==> src/design/lmr_pkg.sv <==
// ----------------------------------------------------------------------------
// lmr_pkg
// Shared types, constants and helpers of the learning message router.
// ----------------------------------------------------------------------------
`default_nettype none

package lmr_pkg;

  // channel count, forward mask width and field widths
  localparam int NUM_CHANNELS = 4;
  localparam int CHAN_W       = 4;
  localparam int ID_W         = 8;
  localparam int TGT_W        = 9;
  localparam int CH_W         = 2;
  localparam int CFG_IDX_W    = 2;
  localparam int CFG_DATA_W   = 8;

  // configuration reset values
  localparam logic [ID_W-1:0]   OWN_SYSTEM_RESET    = 8'd200;
  localparam logic [ID_W-1:0]   OWN_COMPONENT_RESET = 8'd1;
  localparam logic [CHAN_W-1:0] ACTIVE_RESET        = 4'd0;

  // configuration register indexes
  typedef enum logic [CFG_IDX_W-1:0] {
    CFG_OWN_SYSTEM      = 2'd0,
    CFG_OWN_COMPONENT   = 2'd1,
    CFG_ACTIVE_CHANNELS = 2'd2
  } cfg_index_t;

  // one message descriptor
  typedef struct packed {
    logic                    from_local;
    logic [CH_W-1:0]         origin_channel;
    logic [ID_W-1:0]         source_system;
    logic [ID_W-1:0]         source_component;
    logic                    heartbeat_flag;
    logic signed [TGT_W-1:0] target_system;
    logic signed [TGT_W-1:0] target_component;
  } query_t;

  // item walking down the cell chain with its partial results
  typedef struct packed {
    logic              valid;
    query_t            q;
    logic [CHAN_W-1:0] mask;
    logic              dup;
  } token_t;

  // one route table entry
  typedef struct packed {
    logic [ID_W-1:0] system;
    logic [ID_W-1:0] component;
    logic [CH_W-1:0] channel;
  } entry_t;

  // channels that exist
  function automatic logic [CHAN_W-1:0] chan_mask();
    logic [CHAN_W-1:0] m;
    m = '0;
    for (int i = 0; i < CHAN_W; i++) begin
      m[i] = (i < NUM_CHANNELS);
    end
    return m;
  endfunction

  // one-hot bit of a channel, zero for a channel that does not exist
  function automatic logic [CHAN_W-1:0] chan_bit(input logic [CH_W-1:0] ch);
    logic [CHAN_W-1:0] b;
    b = '0;
    if (int'(ch) < NUM_CHANNELS) begin
      b[ch] = 1'b1;
    end
    return b;
  endfunction

endpackage

`default_nettype wire

==> src/design/lmr_in_if.sv <==
// ----------------------------------------------------------------------------
// lmr_in_if
// Message descriptor channel, valid/ready handshake.
// ----------------------------------------------------------------------------
`default_nettype none

interface lmr_in_if;
  logic                                 valid;
  logic                                 ready;
  logic                                 from_local;
  logic [lmr_pkg::CH_W-1:0]             origin_channel;
  logic [lmr_pkg::ID_W-1:0]             source_system;
  logic [lmr_pkg::ID_W-1:0]             source_component;
  logic                                 heartbeat_flag;
  logic signed [lmr_pkg::TGT_W-1:0]     target_system;
  logic signed [lmr_pkg::TGT_W-1:0]     target_component;

  modport source (
    output valid, from_local, origin_channel, source_system, source_component,
           heartbeat_flag, target_system, target_component,
    input  ready
  );

  modport sink (
    input  valid, from_local, origin_channel, source_system, source_component,
           heartbeat_flag, target_system, target_component,
    output ready
  );
endinterface

`default_nettype wire

==> src/design/lmr_out_if.sv <==
// ----------------------------------------------------------------------------
// lmr_out_if
// Routing result channel, valid/ready handshake.
// ----------------------------------------------------------------------------
`default_nettype none

interface lmr_out_if;
  logic                           valid;
  logic                           ready;
  logic [lmr_pkg::CHAN_W-1:0]     forward_mask;
  logic                           for_self;
  logic                           route_learned;

  modport source (
    output valid, forward_mask, for_self, route_learned,
    input  ready
  );

  modport sink (
    input  valid, forward_mask, for_self, route_learned,
    output ready
  );
endinterface

`default_nettype wire

==> src/design/learning_message_router.sv <==
// ----------------------------------------------------------------------------
// learning_message_router
// Learns (system, component, channel) routes and computes forward masks.
// ----------------------------------------------------------------------------
// Each accepted item walks a row of MAX_ROUTES cells, one cell per cycle
// while the row is not held; every cell holds one route entry, adds its
// channel to the mask on a target match and adds its duplicate check to
// the item. The next item is taken only once the current one has left
// the row into the output register. A new route is written into the next
// free cell when the item leaves the row. A finished result waits in the
// output register while the next item is already walking the row; if it
// is still waiting when that item reaches the end of the row, the row
// holds until the receiver takes it.
`default_nettype none

module learning_message_router #(
  parameter int MAX_ROUTES = 16
) (
  input  wire logic                              clk,
  input  wire logic                              rst,
  lmr_in_if.sink                                 msg,
  lmr_out_if.source                              route,
  input  wire logic                              cfg_we,
  input  wire logic [lmr_pkg::CFG_IDX_W-1:0]     cfg_index,
  input  wire logic [lmr_pkg::CFG_DATA_W-1:0]    cfg_data
);

  localparam int IDX_W = (MAX_ROUTES > 1) ? $clog2(MAX_ROUTES) : 1;
  localparam int CNT_W = $clog2(MAX_ROUTES + 1);

  logic [lmr_pkg::ID_W-1:0]   own_system_id;
  logic [lmr_pkg::ID_W-1:0]   own_component_id;
  logic [lmr_pkg::CHAN_W-1:0] active_channels;
  logic [CNT_W-1:0]           entry_count;
  logic                       busy;

  lmr_pkg::token_t chain [MAX_ROUTES+1];
  lmr_pkg::token_t tail;
  lmr_pkg::entry_t wr_entry;
  logic            accept;
  logic            out_free;
  logic            done;
  logic            adv;
  logic            skip_learn;
  logic            learn;
  logic            is_self;
  logic [lmr_pkg::CHAN_W-1:0] mask_next;

  // configuration registers
  always_ff @(posedge clk) begin
    if (rst) begin
      own_system_id    <= lmr_pkg::OWN_SYSTEM_RESET;
      own_component_id <= lmr_pkg::OWN_COMPONENT_RESET;
      active_channels  <= lmr_pkg::ACTIVE_RESET;
    end else if (cfg_we) begin
      case (cfg_index)
        lmr_pkg::CFG_OWN_SYSTEM:      own_system_id    <= cfg_data;
        lmr_pkg::CFG_OWN_COMPONENT:   own_component_id <= cfg_data;
        lmr_pkg::CFG_ACTIVE_CHANNELS: active_channels  <= cfg_data[lmr_pkg::CHAN_W-1:0];
        default: ;
      endcase
    end
  end

  // handshake control
  assign msg.ready = !busy;
  assign accept    = msg.valid && !busy;
  assign tail      = chain[MAX_ROUTES];
  assign out_free  = !route.valid || route.ready;
  assign done      = tail.valid && out_free;
  assign adv       = !tail.valid || out_free;

  always_ff @(posedge clk) begin
    if (rst) begin
      busy <= 1'b0;
    end else if (accept) begin
      busy <= 1'b1;
    end else if (done) begin
      busy <= 1'b0;
    end
  end

  // head of the chain
  always_comb begin
    chain[0].valid              = accept;
    chain[0].q.from_local       = msg.from_local;
    chain[0].q.origin_channel   = msg.origin_channel;
    chain[0].q.source_system    = msg.source_system;
    chain[0].q.source_component = msg.source_component;
    chain[0].q.heartbeat_flag   = msg.heartbeat_flag;
    chain[0].q.target_system    = msg.target_system;
    chain[0].q.target_component = msg.target_component;
    chain[0].mask               = '0;
    chain[0].dup                = 1'b0;
  end

  // row of route cells
  for (genvar k = 0; k < MAX_ROUTES; k++) begin : g_cell
    lmr_cell #(
      .INDEX (k),
      .IDX_W (IDX_W)
    ) u_cell (
      .clk      (clk),
      .rst      (rst),
      .adv      (adv),
      .wr_en    (done && learn),
      .wr_idx   (entry_count[IDX_W-1:0]),
      .wr_entry (wr_entry),
      .tok_in   (chain[k]),
      .tok_out  (chain[k+1])
    );
  end

  // learning decision and final mask at the end of the row
  always_comb begin
    wr_entry.system    = tail.q.source_system;
    wr_entry.component = tail.q.source_component;
    wr_entry.channel   = tail.q.origin_channel;
    skip_learn = (tail.q.source_system == '0) ||
                 ((tail.q.source_system == own_system_id) &&
                  (tail.q.source_component == own_component_id));
    learn = !tail.q.from_local && !skip_learn && !tail.dup &&
            (entry_count < CNT_W'(MAX_ROUTES));
    is_self = (tail.q.target_system == $signed({1'b0, own_system_id})) &&
              (tail.q.target_component == $signed({1'b0, own_component_id}));
    if (tail.q.heartbeat_flag) begin
      mask_next = active_channels & lmr_pkg::chan_mask();
      if (!tail.q.from_local) begin
        mask_next = mask_next & ~lmr_pkg::chan_bit(tail.q.origin_channel);
      end
    end else if (is_self) begin
      mask_next = '0;
    end else begin
      mask_next = tail.mask;
    end
  end

  // table fill count
  always_ff @(posedge clk) begin
    if (rst) begin
      entry_count <= '0;
    end else if (done && learn) begin
      entry_count <= entry_count + CNT_W'(1);
    end
  end

  // output register
  always_ff @(posedge clk) begin
    if (rst) begin
      route.valid <= 1'b0;
    end else if (done) begin
      route.valid <= 1'b1;
    end else if (route.ready) begin
      route.valid <= 1'b0;
    end
    if (done) begin
      route.forward_mask  <= mask_next;
      route.for_self      <= !tail.q.heartbeat_flag && is_self;
      route.route_learned <= learn;
    end
  end

  // checks
  a_count_bound: assert property (@(posedge clk) disable iff (rst)
    entry_count <= CNT_W'(MAX_ROUTES))
    else $error("route count beyond table size");

  a_count_step: assert property (@(posedge clk) disable iff (rst)
    (done && learn) |=> (entry_count == $past(entry_count) + CNT_W'(1)))
    else $error("route count did not advance on learn");

  a_tail_busy: assert property (@(posedge clk) disable iff (rst)
    tail.valid |-> busy)
    else $error("item in cell row while idle");

  a_self_mask: assert property (@(posedge clk) disable iff (rst)
    (route.valid && route.for_self) |-> (route.forward_mask == '0))
    else $error("item for this node has a forward mask");

endmodule

`default_nettype wire

==> src/design/lmr_cell.sv <==
// ----------------------------------------------------------------------------
// lmr_cell
// One route table slot: holds an entry, checks the passing item against it
// and hands the item to the next cell through a register that holds while adv is low.
// ----------------------------------------------------------------------------
`default_nettype none

module lmr_cell #(
  parameter int INDEX = 0,
  parameter int IDX_W = 4
) (
  input  wire logic                clk,
  input  wire logic                rst,
  input  wire logic                adv,
  input  wire logic                wr_en,
  input  wire logic [IDX_W-1:0]    wr_idx,
  input  wire lmr_pkg::entry_t     wr_entry,
  input  wire lmr_pkg::token_t     tok_in,
  output lmr_pkg::token_t          tok_out
);

  lmr_pkg::entry_t entry;
  logic            entry_valid;
  lmr_pkg::token_t tok_next;
  logic            tsys_any;
  logic            tcomp_any;
  logic            sys_eq;
  logic            comp_eq;
  logic            hit;
  logic            dup;

  // entry storage, filled once in table order
  always_ff @(posedge clk) begin
    if (rst) begin
      entry_valid <= 1'b0;
    end else if (wr_en && wr_idx == IDX_W'(INDEX)) begin
      entry_valid <= 1'b1;
    end
    if (wr_en && wr_idx == IDX_W'(INDEX)) begin
      entry <= wr_entry;
    end
  end

  // target match against this entry
  always_comb begin
    tsys_any  = tok_in.q.target_system[lmr_pkg::TGT_W-1] || (tok_in.q.target_system == '0);
    tcomp_any = tok_in.q.target_component[lmr_pkg::TGT_W-1] ||
                (tok_in.q.target_component == '0);
    sys_eq    = !tok_in.q.target_system[lmr_pkg::TGT_W-1] &&
                (tok_in.q.target_system[lmr_pkg::ID_W-1:0] == entry.system);
    comp_eq   = !tok_in.q.target_component[lmr_pkg::TGT_W-1] &&
                (tok_in.q.target_component[lmr_pkg::ID_W-1:0] == entry.component);
    hit       = entry_valid && (tsys_any || (sys_eq && (tcomp_any || comp_eq)));
    dup       = entry_valid &&
                (entry.system == tok_in.q.source_system) &&
                (entry.component == tok_in.q.source_component) &&
                (entry.channel == tok_in.q.origin_channel);
  end

  // accumulate mask and duplicate flag
  always_comb begin
    tok_next = tok_in;
    if (hit && (tok_in.q.from_local || entry.channel != tok_in.q.origin_channel)) begin
      tok_next.mask = tok_in.mask | lmr_pkg::chan_bit(entry.channel);
    end
    tok_next.dup = tok_in.dup | dup;
  end

  // hand the item to the neighbor
  always_ff @(posedge clk) begin
    if (rst) begin
      tok_out.valid <= 1'b0;
    end else if (adv) begin
      tok_out.valid <= tok_next.valid;
    end
    if (adv) begin
      tok_out.q    <= tok_next.q;
      tok_out.mask <= tok_next.mask;
      tok_out.dup  <= tok_next.dup;
    end
  end

endmodule

`default_nettype wire
==> src/flat_wrapper.sv <==
// flat-port wrapper written by rule: the top's interface ports become plain ports
module learning_message_router_flat 
#(
  parameter int MAX_ROUTES = 16
)
  (clk, rst, cfg_we, cfg_index, cfg_data, msg_valid, msg_from_local, msg_origin_channel, msg_source_system, msg_source_component, msg_heartbeat_flag, msg_target_system, msg_target_component, msg_ready, route_valid, route_forward_mask, route_for_self, route_route_learned, route_ready);
  lmr_in_if msg_i ();
  lmr_out_if route_i ();
  input  wire logic clk;
  input  wire logic rst;
  input  wire logic cfg_we;
  input  wire logic [lmr_pkg::CFG_IDX_W-1:0] cfg_index;
  input  wire logic [lmr_pkg::CFG_DATA_W-1:0] cfg_data;
  input wire logic [$bits(msg_i.valid)-1:0] msg_valid;
  input wire logic [$bits(msg_i.from_local)-1:0] msg_from_local;
  input wire logic [$bits(msg_i.origin_channel)-1:0] msg_origin_channel;
  input wire logic [$bits(msg_i.source_system)-1:0] msg_source_system;
  input wire logic [$bits(msg_i.source_component)-1:0] msg_source_component;
  input wire logic [$bits(msg_i.heartbeat_flag)-1:0] msg_heartbeat_flag;
  input wire logic [$bits(msg_i.target_system)-1:0] msg_target_system;
  input wire logic [$bits(msg_i.target_component)-1:0] msg_target_component;
  output wire logic [$bits(msg_i.ready)-1:0] msg_ready;
  output wire logic [$bits(route_i.valid)-1:0] route_valid;
  output wire logic [$bits(route_i.forward_mask)-1:0] route_forward_mask;
  output wire logic [$bits(route_i.for_self)-1:0] route_for_self;
  output wire logic [$bits(route_i.route_learned)-1:0] route_route_learned;
  input wire logic [$bits(route_i.ready)-1:0] route_ready;
  assign msg_i.valid = msg_valid;
  assign msg_i.from_local = msg_from_local;
  assign msg_i.origin_channel = msg_origin_channel;
  assign msg_i.source_system = msg_source_system;
  assign msg_i.source_component = msg_source_component;
  assign msg_i.heartbeat_flag = msg_heartbeat_flag;
  assign msg_i.target_system = msg_target_system;
  assign msg_i.target_component = msg_target_component;
  assign msg_ready = msg_i.ready;
  assign route_valid = route_i.valid;
  assign route_forward_mask = route_i.forward_mask;
  assign route_for_self = route_i.for_self;
  assign route_route_learned = route_i.route_learned;
  assign route_i.ready = route_ready;
  learning_message_router #(.MAX_ROUTES(MAX_ROUTES)) u_core (.clk(clk), .rst(rst), .msg(msg_i), .route(route_i), .cfg_we(cfg_we), .cfg_index(cfg_index), .cfg_data(cfg_data));
endmodule
==> config.mk <==
export PLATFORM = sky130hd
export DESIGN_NAME = learning_message_router_flat
export DESIGN_NICKNAME = d
export VERILOG_FILES = /design/src/design/lmr_pkg.sv /design/src/design/lmr_in_if.sv /design/src/design/lmr_out_if.sv /design/src/design/learning_message_router.sv /design/src/design/lmr_cell.sv /design/src/flat_wrapper.sv
export SDC_FILE = /design/constraint.sdc
export NUM_CORES = 1
export LEC_CHECK = 0
export BUFFER_PORTS_ARGS = -buffer_cell sky130_fd_sc_hd__buf_2
export CAP_MARGIN = 20
export CORE_MARGIN = 1
export CORE_UTILIZATION = 36
export DETAILED_ROUTE_END_ITERATION = 16
export MAX_ROUTING_LAYER = met4
export PLACE_DENSITY = 0.52
export SLEW_MARGIN = 0
export SYNTH_ARGS = -nofsm -noshare
export SYNTH_HDL_FRONTEND = slang
export SYNTH_SLANG_ARGS = --single-unit
==> constraint.sdc <==
create_clock -name clk -period 64.1 [get_ports clk]
set_clock_uncertainty 0.2 [all_clocks]
set_input_delay 9.615 -clock clk [delete_from_list [all_inputs] [get_ports clk]]
set_output_delay 9.615 -clock clk [all_outputs]
set_load 0.03 [all_outputs]
## Word level (Yosys, flattened, before mapping)

Cells that the tools add are included.

| word-level totals | value |
|---|---|
| register bits after elaboration | 1041 |
| output and inout port bits | 8 |
| logic and storage cells | 823 |

| cells by class | value |
|---|---|
| add/sub/neg operators | 1 |
| mux-type cells | 73 |
| eq/ne operators | 117 |
| reductions and logical operators | 332 |
| $lt $le $gt $ge | 35 |
| bitwise gates (word level) | 32 |

Operators with widths:

| operator | count |
|---|---|
| $eq A8 B8 Y1 | 66 |
| $logic_not A9 Y1 | 32 |
| $logic_and A1 B1 Y1 | 170 |
| $mux W4 | 35 |
| $logic_or A1 B1 Y1 | 83 |
| $or A4 B4 Y4 | 15 |
| $lt A2 B3 Y1 const B | 17 |
| $logic_not A1 Y1 | 39 |
| $demux W1 S2 | 17 |
| $ge A2 B1 Y1 const B | 17 |
| $eq A2 B2 Y1 | 16 |
| $eq A4 B4 Y1 const B | 8 |
| $ne A2 B2 Y1 | 16 |
| $mux W1 | 21 |
| $eq A9 B9 Y1 | 2 |
| $eq A4 B3 Y1 const B | 4 |
| $or A1 B1 Y1 | 15 |
| $eq A4 B2 Y1 const B | 2 |
| $logic_not A8 Y1 | 1 |
| $reduce_and A2 Y1 | 3 |
| $add A5 B1 Y5 const B | 1 |
| $lt A5 B5 Y1 const B | 1 |
| $and A4 B4 Y4 | 1 |
| $eq A4 B1 Y1 const B | 1 |
| 6 further kinds | 7 |

## Depth between registers and ports, before layout

Gate-level depths: netlist of run 1.

| depth | value |
|---|---|
| word-level depth | 10 |
| depth in mapped cells | 7 |

## Hierarchy

Synthesis of run 1 repeated with hierarchy kept, for this count alone.

| unflattened totals | value |
|---|---|
| cells, all modules | 2366 |
| area total of the unflattened synthesis | 41038.1 um^2 |

By module, submodules not included:

| module | times used | cells each | area each (um^2) |
|---|---|---|---|
| lmr_cell at u_core.g_cell[0].u_cell ... | 6 | 137 | 2456.1 |
| lmr_cell at u_core.g_cell[13].u_cell ... | 4 | 137 | 2453.6 |
| lmr_cell at u_core.g_cell[11].u_cell ... | 2 | 136 | 2459.9 |
| lmr_cell at u_core.g_cell[1].u_cell ... | 2 | 137 | 2457.4 |
| lmr_cell at u_core.g_cell[3].u_cell | 1 | 136 | 2458.6 |
| lmr_cell at u_core.g_cell[15].u_cell | 1 | 138 | 2456.1 |
| learning_message_router | 1 | 176 | 1737.9 |

## Worst setup path after synthesis of run 1

Ideal clock, no wire load.

| timing | value |
|---|---|
| path type | input-to-reg |
| start | in route_ready |
| end | reg u_core.g_cell[0].u_cell.tok_out[0] (netlist name), enable pin |
| stages on the path | 5 |
| data required time | 62.581 ns |
| path buffers | 2 |
| library setup time | 1.319 ns |
| setup slack | 33.782 ns |
| arrival | 28.799 ns |
| cells stage by stage | nor2b_1 and2_1 clkbuf_1 inv_1 clkbuf_1 |

| between the ends | value |
|---|---|
| word-level cells in the longest chain between the ends | 2 |

RTL lines:

| what | RTL line | source |
|---|---|---|
| from (decl) | flat_wrapper.sv:27 | `input wire logic [$bits(route_i.ready)-1:0] route_ready;` |
| $logic_or A1 B1 Y1 | learning_message_router.sv:69 | `assign out_free = !route.valid \|\| route.ready;` |
| $logic_or A1 B1 Y1 | learning_message_router.sv:71 | `assign adv = !tail.valid \|\| out_free;` |
| named net u_core.adv | learning_message_router.sv:43 | `logic adv;` |
| to (decl) | lmr_cell.sv:19 | `output lmr_pkg::token_t tok_out` |

The timed path passes the listed nets, and every way through them passes these cells.
A chain may end at the register's enable or synchronous reset.

## Worst setup path in the final report of run 1

| timing | value |
|---|---|
| start | in route_ready |
| end | reg u_core.g_cell[5].u_cell.tok_out[20] (netlist name), enable pin |

| between the ends | value |
|---|---|
| word-level cells in the longest chain between the ends | 2 |

RTL lines:

| what | RTL line |
|---|---|
| $logic_or A1 B1 Y1 | learning_message_router.sv:69 |
| $logic_or A1 B1 Y1 | learning_message_router.sv:71 |
| to (decl) | lmr_cell.sv:19 |

No other way between the ends.

==> PnR_summary.wiki, run 1 <==
{| class="wikitable"
! Metric !! Value
|-
| Slew at the pin closest to its max-slew limit || 1.06 ns
|-
| Unique masters post-synth || 43
|-
| Placeable core region || 0.109 mm²
|-
| Number of nets still failing antenna checks after routing || 0
|-
| Crit path cell chain || buf_2, nor2b_1, and2_1, inv_8, buf_12, buf_4
|-
| Number of vias in the routed layout || 20.1k
|-
| Total detailed-routing wirelength || 93300 µm
|-
| Endpoint kind of the worst setup timing path || register
|-
| Count of max-cap constraint violations || 0
|-
| Worst-Skew Late Latency || 0.67 ns
|-
| Overall fraction of global-route tracks in use || 17.1%
|-
| Unrepaired setup endpoints after global routing || no
|-
| Final setup violating endpoints || 0
|-
| Achievable clock frequency || 0.0791 GHz
|-
| Sequential Area || 0.0307 mm²
|-
| Count of input and output buffers || 60
|-
| Total gr overflow || 0
|-
| Netlist area before placement || 0.0399 mm²
|-
| Final non-filler cell area || 0.0459 mm²
|-
| First-pass GRT wire length || 138000 µm
|-
| Clock root cell || sky130_fd_sc_hd__clkbuf_16
|-
| Critical path's largest stage delay || 0.89 ns
|-
| Worst setup SP type || primary input
|-
| Count of H-tree levels built during CTS || 3
|-
| Die area || 0.112 mm²
|-
| First DRT Iteration DRCs || 1360
|-
| Row count || 121
|-
| Dominant delay contributor by cell family on the critical path || buffers and inverters
|-
| Commonest cells after routing, fill and taps aside || sky130_fd_sc_hd__edfxtp_1, sky130_fd_sc_hd__xnor2_1, sky130_fd_sc_hd__xor2_1
|-
| Final hold vios || 0
|-
| DP Area || 0.0422 mm²
|-
| CTS Buffer Depth || 3
|-
| Overall die width || 335 µm
|-
| Initial standard-cell utilization of the core || 36.5%
|-
| Number of slew-limit violations in the final report || 0
|-
| Synthesis-stage register bit count || 1041
|-
| Sink Count || 1041
|-
| Static Leak || 15.5 nW
|-
| Run status || finished clean
|-
| Count of flip-flops with a built-in enable after synthesis || 982
|-
| Maximum number of pins on one net before global-route repair || 184
|-
| Sequential-to-total area share from yosys stat || 76.8%
|-
| Type of the worst min-delay path || register to register
|-
| DP Wirelength || 64600 µm
|-
| Post-layout minimum cycle time || 12.65 ns
|-
| Fraction of final layout cells with drive strength greater than 1 || 9.82%
|-
| Number of standard cells after synthesis || 2316
|-
| Mean routed wirelength per cell || 23.0 µm
|-
| Data arrival time of the critical path || 12.73 ns
|-
| Highest ir drop seen on vdd || 0.0228 mV
|-
| Number of buffers added to fix hold violations after cts || 0
|-
| Slowest stage cell on the critical path || sky130_fd_sc_hd__buf_4
|-
| Pwr dens || 31.9 mW/mm²
|-
| Slew headroom || 29.3%
|-
| Antenna violations before repair || 5
|-
| Number of buffers added by the clock tree synthesis step || 105
|-
| Layout fillers || 9710
|-
| Maximum fanout count along the critical path || 183
|-
| Post-synth net total || 2373
|-
| Length of the first detailed-routing pass in iterations || 5
|-
| # nets final || 2551
|-
| Total setup buffers inserted after CTS || 0
|-
| Clock-pin slew of the registers on the worst-case setup and hold paths || 0.06 ns
|-
| I/O pin total || 61
|-
| Area of the multi-input gates || 0.00884 mm²
|-
| DRC violations left || 0
|-
| Yosys warning count || 0
|-
| Final setup TNS || 0 ns
|-
| Post_cts resized || 0
|-
| Routability-driven placement congestion ratio || 0.837
|-
| Number of buffers and inverters on the critical path || 4
|-
| Clock tree from TritonCTS || built
|-
| Synth-to-Final Area Change || 15.0%
|-
| Dominant register cell in the synthesized netlist || sky130_fd_sc_hd__edfxtp_1
|-
| Mean post-synth cell area || 17.2 µm²
|-
| Most frequent standard cell in the layout excluding fill and tap cells || sky130_fd_sc_hd__edfxtp_1
|-
| Endpoint required time on the critical path || 64.18 ns
|-
| Height of the die || 335 µm
|-
| Vias per std cell || 4.96
|-
| Fraction of the cycle the final worst path needs || 19.7%
|-
| Critical path class || primary input to register
|-
| Via count of the first global-routing pass || 20.6k
|-
| Synth async-reset ratio || 0%
|}
## power by group
part / leakage [nW] / internal (W) / switching, W
combinational: 3.17 / 0.0000154 / 0.0000191
clock: 1.80 / 0.000389 / 0.000256
sequential: 10.5 / 0.000764 / 0.0000220
total: 15.5 / 0.00117 / 0.000297
## synth_stat cells (2+ instances only)
| master | instances | area, µm² |
|---|---|---|
| sky130_fd_sc_hd__a31oi_1 | 15 | 93.8 |
| sky130_fd_sc_hd__clkbuf_1 | 12 | 45.0 |
| sky130_fd_sc_hd__a22o_1 | 12 | 105 |
| sky130_fd_sc_hd__o311ai_0 | 2 | 17.5 |
| sky130_fd_sc_hd__nand4_1 | 102 | 638 |
| sky130_fd_sc_hd__nand2b_1 | 6 | 37.5 |
| sky130_fd_sc_hd__edfxtp_1 | 982 | 29500 |
| sky130_fd_sc_hd__o21ai_0 | 36 | 180 |
| sky130_fd_sc_hd__and2_1 | 2 | 12.5 |
| sky130_fd_sc_hd__a21o_1 | 15 | 113 |
| sky130_fd_sc_hd__buf_6 | 2 | 22.5 |
| sky130_fd_sc_hd__xnor2_1 | 434 | 3800 |
| sky130_fd_sc_hd__inv_1 | 95 | 357 |
| sky130_fd_sc_hd__and3_1 | 12 | 75.1 |
| sky130_fd_sc_hd__o41ai_1 | 60 | 526 |
| sky130_fd_sc_hd__a41o_1 | 15 | 150 |
| sky130_fd_sc_hd__nor4bb_1 | 2 | 20.0 |
| sky130_fd_sc_hd__xor2_1 | 142 | 1240 |
| sky130_fd_sc_hd__nor3_1 | 7 | 35.0 |
| sky130_fd_sc_hd__nor4_1 | 119 | 744 |
| sky130_fd_sc_hd__a21oi_1 | 32 | 160 |
| sky130_fd_sc_hd__ha_1 | 4 | 50.1 |
| sky130_fd_sc_hd__nand3_1 | 7 | 35.0 |
| sky130_fd_sc_hd__nand3b_1 | 3 | 22.5 |
| sky130_fd_sc_hd__nor2_1 | 37 | 139 |
| sky130_fd_sc_hd__nor2b_1 | 5 | 31.3 |
| sky130_fd_sc_hd__nand2_1 | 56 | 210 |
| sky130_fd_sc_hd__o21a_1 | 6 | 45.0 |
| sky130_fd_sc_hd__o31a_1 | 2 | 17.5 |
| sky130_fd_sc_hd__mux2i_1 | 21 | 210 |
| sky130_fd_sc_hd__dfxtp_1 | 59 | 1180 |
## state kept, by name, indices dropped and copies added (netlist names)
name,count
u_core.g_cell.u_cell.tok_out,704
u_core.g_cell.u_cell.entry,288
u_core.g_cell.u_cell.entry_valid,16
u_core.own_component_id,8
u_core.own_system_id,8
u_core.entry_count,5
u_core.active_channels,4
u_core.route.forward_mask,4
u_core.busy,1
u_core.route.for_self,1
u_core.route.route_learned,1
u_core.route.valid,1
## worst paths after layout
| check | start | endpoint | slack [ns] | depth (start not counted) |
|---|---|---|---|---|
| setup reg to reg | u_core.route.valid$_SDFFE_PP0P_ | u_core.g_cell[5].u_cell.tok_out[20]$_DFFE_PP_ | 60.09 | 5 |
| hold reg to reg | u_core.g_cell[2].u_cell.tok_out[23]$_DFFE_PP_ | u_core.g_cell[3].u_cell.tok_out[23]$_DFFE_PP_ | 0.21 | 0 |
| hold / removal | u_core.g_cell[2].u_cell.tok_out[23]$_DFFE_PP_ | u_core.g_cell[3].u_cell.tok_out[23]$_DFFE_PP_ | 0.21 | 0 |
| setup / recovery | route_ready | u_core.g_cell[5].u_cell.tok_out[20]$_DFFE_PP_ | 51.45 | 6 |
## layer usage
layer | GRT usage, % | wire length, µm
met5 | - | 0
met4 | 5.02 | 2510
met3 | 2.64 | 3830
met2 | 28.5 | 46500
met1 | 21.5 | 40400
## cell type report
class | instances | share of cell area, %
sequential | 1041 | 66.8
multi-input combinational | 1164 | 19.3
clock buffer | 130 | 6.31
tap | 1476 | 4.02
clock inverter | 59 | 1.67
timing repair buffer | 86 | 1.13
inverter | 96 | 0.801
antenna | 1 | 0.00545
## cell families after synthesis
family	count (synthesis)	synth area share [%]
AOI/OAI and AO/OA	198	3.60
adders and majority gates	4	0.125
xor gates and xnor gates	576	12.6
and+or+nand+nor	364	5.17
DFF	1041	76.8
muxes	22	0.555
buffers and inverters	111	1.08
## per-stage QoR
stage                     cells  power (W)  worst slack [ns]  utilization, %  hold slack, ns
after global routing       4052    0.00151             51.13            41.9           0.219
after CTS                  4052    0.00148             51.45            41.9           0.216
after floorplan            2316   0.000811             33.78               -           0.200
after detailed placement   3863   0.000836             50.73            38.6           0.205
final                      4053    0.00147             51.45            41.9           0.214
after global placement     3863   0.000835             50.85            38.6           0.201
No activity file was read; power rests on OpenSTA's default activity.
==> run 2, diff against run 1 <==
--- a/config.mk
+++ b/config.mk
@@ -11,7 +11,7 @@
 export CORE_UTILIZATION = 36
 export DETAILED_ROUTE_END_ITERATION = 16
 export MAX_ROUTING_LAYER = met4
-export PLACE_DENSITY = 0.52
+export PLACE_DENSITY = 0.54
 export SLEW_MARGIN = 0
 export SYNTH_ARGS = -nofsm -noshare
 export SYNTH_HDL_FRONTEND = slang
==> constraint.sdc (replaced) <==
create_clock -name clk -period 11.5 [get_ports clk]
set_clock_uncertainty 0.2 [all_clocks]
set_input_delay 1.725 -clock clk [delete_from_list [all_inputs] [get_ports clk]]
set_output_delay 1.725 -clock clk [all_outputs]
set_load 0.03 [all_outputs]
==> run 2 against run 1 <==
Critical path type unchanged; non-clock buffer count is 1 higher; setup slack got worse by 45 ns; power grew to 5.5 times the previous value; critical endpoint is now u_core.g_cell[4].u_cell.tok_out[31]$_DFFE_PP_.
==> PnR_summary.wiki, run 2 (synthesized netlist as in run 1, its figures left out) <==
{| class="wikitable"
! Metric !! Value
|-
| First-pass GRT wire length || 141000 µm (was 138000 µm)
|-
| Synth-to-Final Area Change || 14.5% (was 15.0%)
|-
| Count of max-cap constraint violations || 0 (unchanged)
|-
| Combinational power share || 2.4% (about the same)
|-
| Slew at the pin closest to its max-slew limit || 1.34 ns (was 1.06 ns)
|-
| Vias per std cell || 5.04 (was 4.96)
|-
| Clock-pin slew of the registers on the worst-case setup and hold paths || 0.06 ns (about the same)
|-
| Sum of internal, switching and leakage power || 0.00801 W (was 0.00147 W)
|-
| Clock tree from TritonCTS || built (unchanged)
|-
| R2R Path Start || u_core.route.valid$_SDFFE_PP0P_ (unchanged)
|-
| Initial standard-cell utilization of the core || 36.5% (unchanged)
|-
| Worst Reg-to-Reg Cells || 5 (unchanged)
|-
| Worst-Skew Late Latency || 0.68 ns (was 0.67 ns)
|-
| Count of H-tree levels built during CTS || 3 (unchanged)
|-
| Final setup violating endpoints || 0 (unchanged)
|-
| Slew headroom || 10.6% (was 29.3%)
|-
| Data arrival time of the critical path || 4.96 ns (was 12.73 ns)
|-
| Number of slew-limit violations in the final report || 0 (unchanged)
|-
| Row count || 121 (unchanged)
|-
| Achievable clock frequency || 0.205 GHz
|-
| Number of nets still failing antenna checks after routing || 0 (unchanged)
|-
| Unrepaired setup endpoints after global routing || no (unchanged)
|-
| Maximum number of pins on one net before global-route repair || 213 (was 184)
|-
| Capture point of the worst reg-to-reg path || u_core.g_cell[4].u_cell.tok_out[31]$_DFFE_PP_ (was u_core.g_cell[5].u_cell.tok_out[20]$_DFFE_PP_)
|-
| DP Wirelength || 65300 µm (was 64600 µm)
|-
| Placeable core region || 0.109 mm² (unchanged)
|-
| Number of vias in the routed layout || 20.5k (was 20.1k)
|-
| Fraction of final layout cells with drive strength greater than 1 || 9.34% (was 9.82%)
|-
| Largest reg by FF count || u_core.g_cell.u_cell.tok_out (unchanged)
|-
| Proportion of power drawn by flip-flops and latches || 54.7% (was 53.6%)
|-
| Overall fraction of global-route tracks in use || 17.6% (was 17.1%)
|-
| Int Pwr || 0.00635 W (was 0.00117 W)
|-
| Setup WS pre-CTS || 5.92 ns (was 50.73 ns)
|-
| Run status || finished clean (unchanged)
|-
| Routability-driven placement congestion ratio || 0.858 (was 0.837)
|-
| Switching Fraction || 20.7% (was 20.3%)
|-
| Worst hold slack across all endpoints || 0.220 ns (was 0.214 ns)
|-
| I/O pin total || 61 (unchanged)
|-
| Total setup buffers inserted after CTS || 0 (unchanged)
|-
| Clock root cell || sky130_fd_sc_hd__clkbuf_16 (unchanged)
|-
| Worst setup path startpoint || route_ready (unchanged)
|-
| First DRT Iteration DRCs || 1801 (was 1360)
|-
| Largest register FFs || 704 (unchanged)
|-
| Overall die width || 335 µm (unchanged)
|-
| Number of buffers added by the clock tree synthesis step || 105 (unchanged)
|-
| Commonest cells after routing, fill and taps aside || sky130_fd_sc_hd__edfxtp_1, sky130_fd_sc_hd__xnor2_1, sky130_fd_sc_hd__xor2_1 (unchanged)
|-
| Sink Count || 1041 (unchanged)
|-
| Total gr overflow || 0 (unchanged)
|-
| Most frequent standard cell in the layout excluding fill and tap cells || sky130_fd_sc_hd__edfxtp_1 (unchanged)
|-
| Final setup TNS || 0 ns (unchanged)
|-
| Worst setup SP type || primary input (unchanged)
|-
| Critical path's largest stage delay || 0.91 ns (was 0.89 ns)
|-
| CTS Buffer Depth || 3 (unchanged)
|-
| Highest ir drop seen on vdd || 0.122 mV (was 0.0228 mV)
|-
| Pwr dens || 175 mW/mm² (was 31.9 mW/mm²)
|-
| DRC violations left || 0 (unchanged)
|-
| Worst setup endpoint || u_core.g_cell[4].u_cell.tok_out[31]$_DFFE_PP_ (was u_core.g_cell[5].u_cell.tok_out[20]$_DFFE_PP_)
|-
| Register-to-register path setup slack || 7.35 ns (was 60.09 ns)
|-
| Die area || 0.112 mm² (unchanged)
|-
| Final hold vios || 0 (unchanged)
|-
| Final worst-path setup slack || 6.62 ns (was 51.45 ns)
|-
| Crit path cell chain || buf_2, nor2b_1, and2_1, inv_8, buf_4, buf_12 (was buf_2, nor2b_1, and2_1, inv_8, buf_12, buf_4)
|-
| Number of buffers added to fix hold violations after cts || 0 (unchanged)
|-
| Antenna violations before repair || 8 (was 5)
|-
| Type of the worst min-delay path || register to register (unchanged)
|-
| Endpoint kind of the worst setup timing path || register (unchanged)
|-
| Clk network pwr share || 42.8% (was 44.0%)
|-
| Height of the die || 335 µm (unchanged)
|-
| Post-layout minimum cycle time || 4.88 ns
|-
| Critical path class || primary input to register (unchanged)
|-
| Length of the first detailed-routing pass in iterations || 7 (was 5)
|-
| Fraction of the cycle the final worst path needs || 42.5%
|-
| Static Leak || 15.4 nW (was 15.5 nW)
|-
| Mean routed wirelength per cell || 23.6 µm (was 23.0 µm)
|-
| Post_cts resized || 0 (unchanged)
|-
| Count of input and output buffers || 60 (unchanged)
|-
| Via count of the first global-routing pass || 20.7k (was 20.6k)
|-
| Largest registers || u_core.g_cell.u_cell.tok_out (704), u_core.g_cell.u_cell.entry (288), u_core.g_cell.u_cell.entry_valid (16) (unchanged)
|-
| Endpoint required time on the critical path || 11.58 ns (was 64.18 ns)
|-
| Total detailed-routing wirelength || 95700 µm (was 93300 µm)
|-
| Maximum fanout count along the critical path || 200 (was 183)
|-
| # nets final || 2552 (was 2551)
|-
| Switch Pwr || 0.00166 W (was 0.000297 W)
|-
| Slowest stage cell on the critical path || sky130_fd_sc_hd__buf_4 (unchanged)
|}
-- run 2: worst max-delay path: cells and delay by family --
| kind | cells | cell delay [ns] |
|---|---|---|
| buf+inv | 4 | 2.41 |
| simple gates | 2 | 0.43 |
-- run 2: worst min-delay path by stage --
| stage | slack, ns | to | cells after the start | from |
|---|---|---|---|---|
| 5_1_grt | 0.23 | u_core.g_cell[13].u_cell.tok_out[23]$_DFFE_PP_ | 0 | u_core.g_cell[12].u_cell.tok_out[23]$_DFFE_PP_ |
| 6_report | 0.22 | u_core.g_cell[14].u_cell.tok_out[23]$_DFFE_PP_ | 0 | u_core.g_cell[13].u_cell.tok_out[23]$_DFFE_PP_ |
| 3_5_place_dp | 0.21 | u_core.g_cell[4].u_cell.tok_out[23]$_DFFE_PP_ | 0 | u_core.g_cell[3].u_cell.tok_out[23]$_DFFE_PP_ |
| 2_1_floorplan | 0.20 | u_core.g_cell[10].u_cell.tok_out[23]$_DFFE_PP_ | 0 | u_core.g_cell[9].u_cell.tok_out[23]$_DFFE_PP_ |
| 3_3_place_gp | 0.20 | u_core.g_cell[14].u_cell.tok_out[23]$_DFFE_PP_ | 0 | u_core.g_cell[13].u_cell.tok_out[23]$_DFFE_PP_ |
| 4_1_cts | 0.22 | u_core.g_cell[1].u_cell.tok_out[23]$_DFFE_PP_ | 0 | u_core.g_cell[0].u_cell.tok_out[23]$_DFFE_PP_ |
-- run 2: metal layers --
metal	GRT usage, %	routed length, µm	vias to the layer above
li1	-	-	9236
met1	23.3	41700	10500
met2	28.5	46800	583
met3	2.77	5220	138
met4	4.00	1940	0
met5	-	0	-
-- run 2: through the flow --
step | utilization (%) | area (µm²) | std cells
after CTS | 41.8 | 45700 | 4056
after floorplan | - | 39900 | 2316
after global placement | 38.6 | 42300 | 3864
after global routing | 41.8 | 45700 | 4057
after detailed placement | 38.6 | 42300 | 3864
final | 41.8 | 45700 | 4058
-- run 2: area by class of cell --
cell class | count | area [µm²]
Timing Repair Buffer | 87 | 528
Tap cell | 1476 | 1850
Multi-Input combinational cell | 1164 | 8840
Clock inverter | 53 | 576
Antenna cell | 2 | 5.00
Inverter | 96 | 368
Sequential cell | 1041 | 30700
Fill cell | 9662 | 63700
Clock buffer | 139 | 2890
-- run 2: power groups by stage --
stage	combinational (W)	sequential (W)	clock (W)
final	0.000196	0.00439	0.00343
after global routing	0.000213	0.00440	0.00364
after CTS	0.000199	0.00439	0.00350
after detailed placement	0.000197	0.00447	0
after global placement	0.000195	0.00447	0
after floorplan	0.000112	0.00441	0
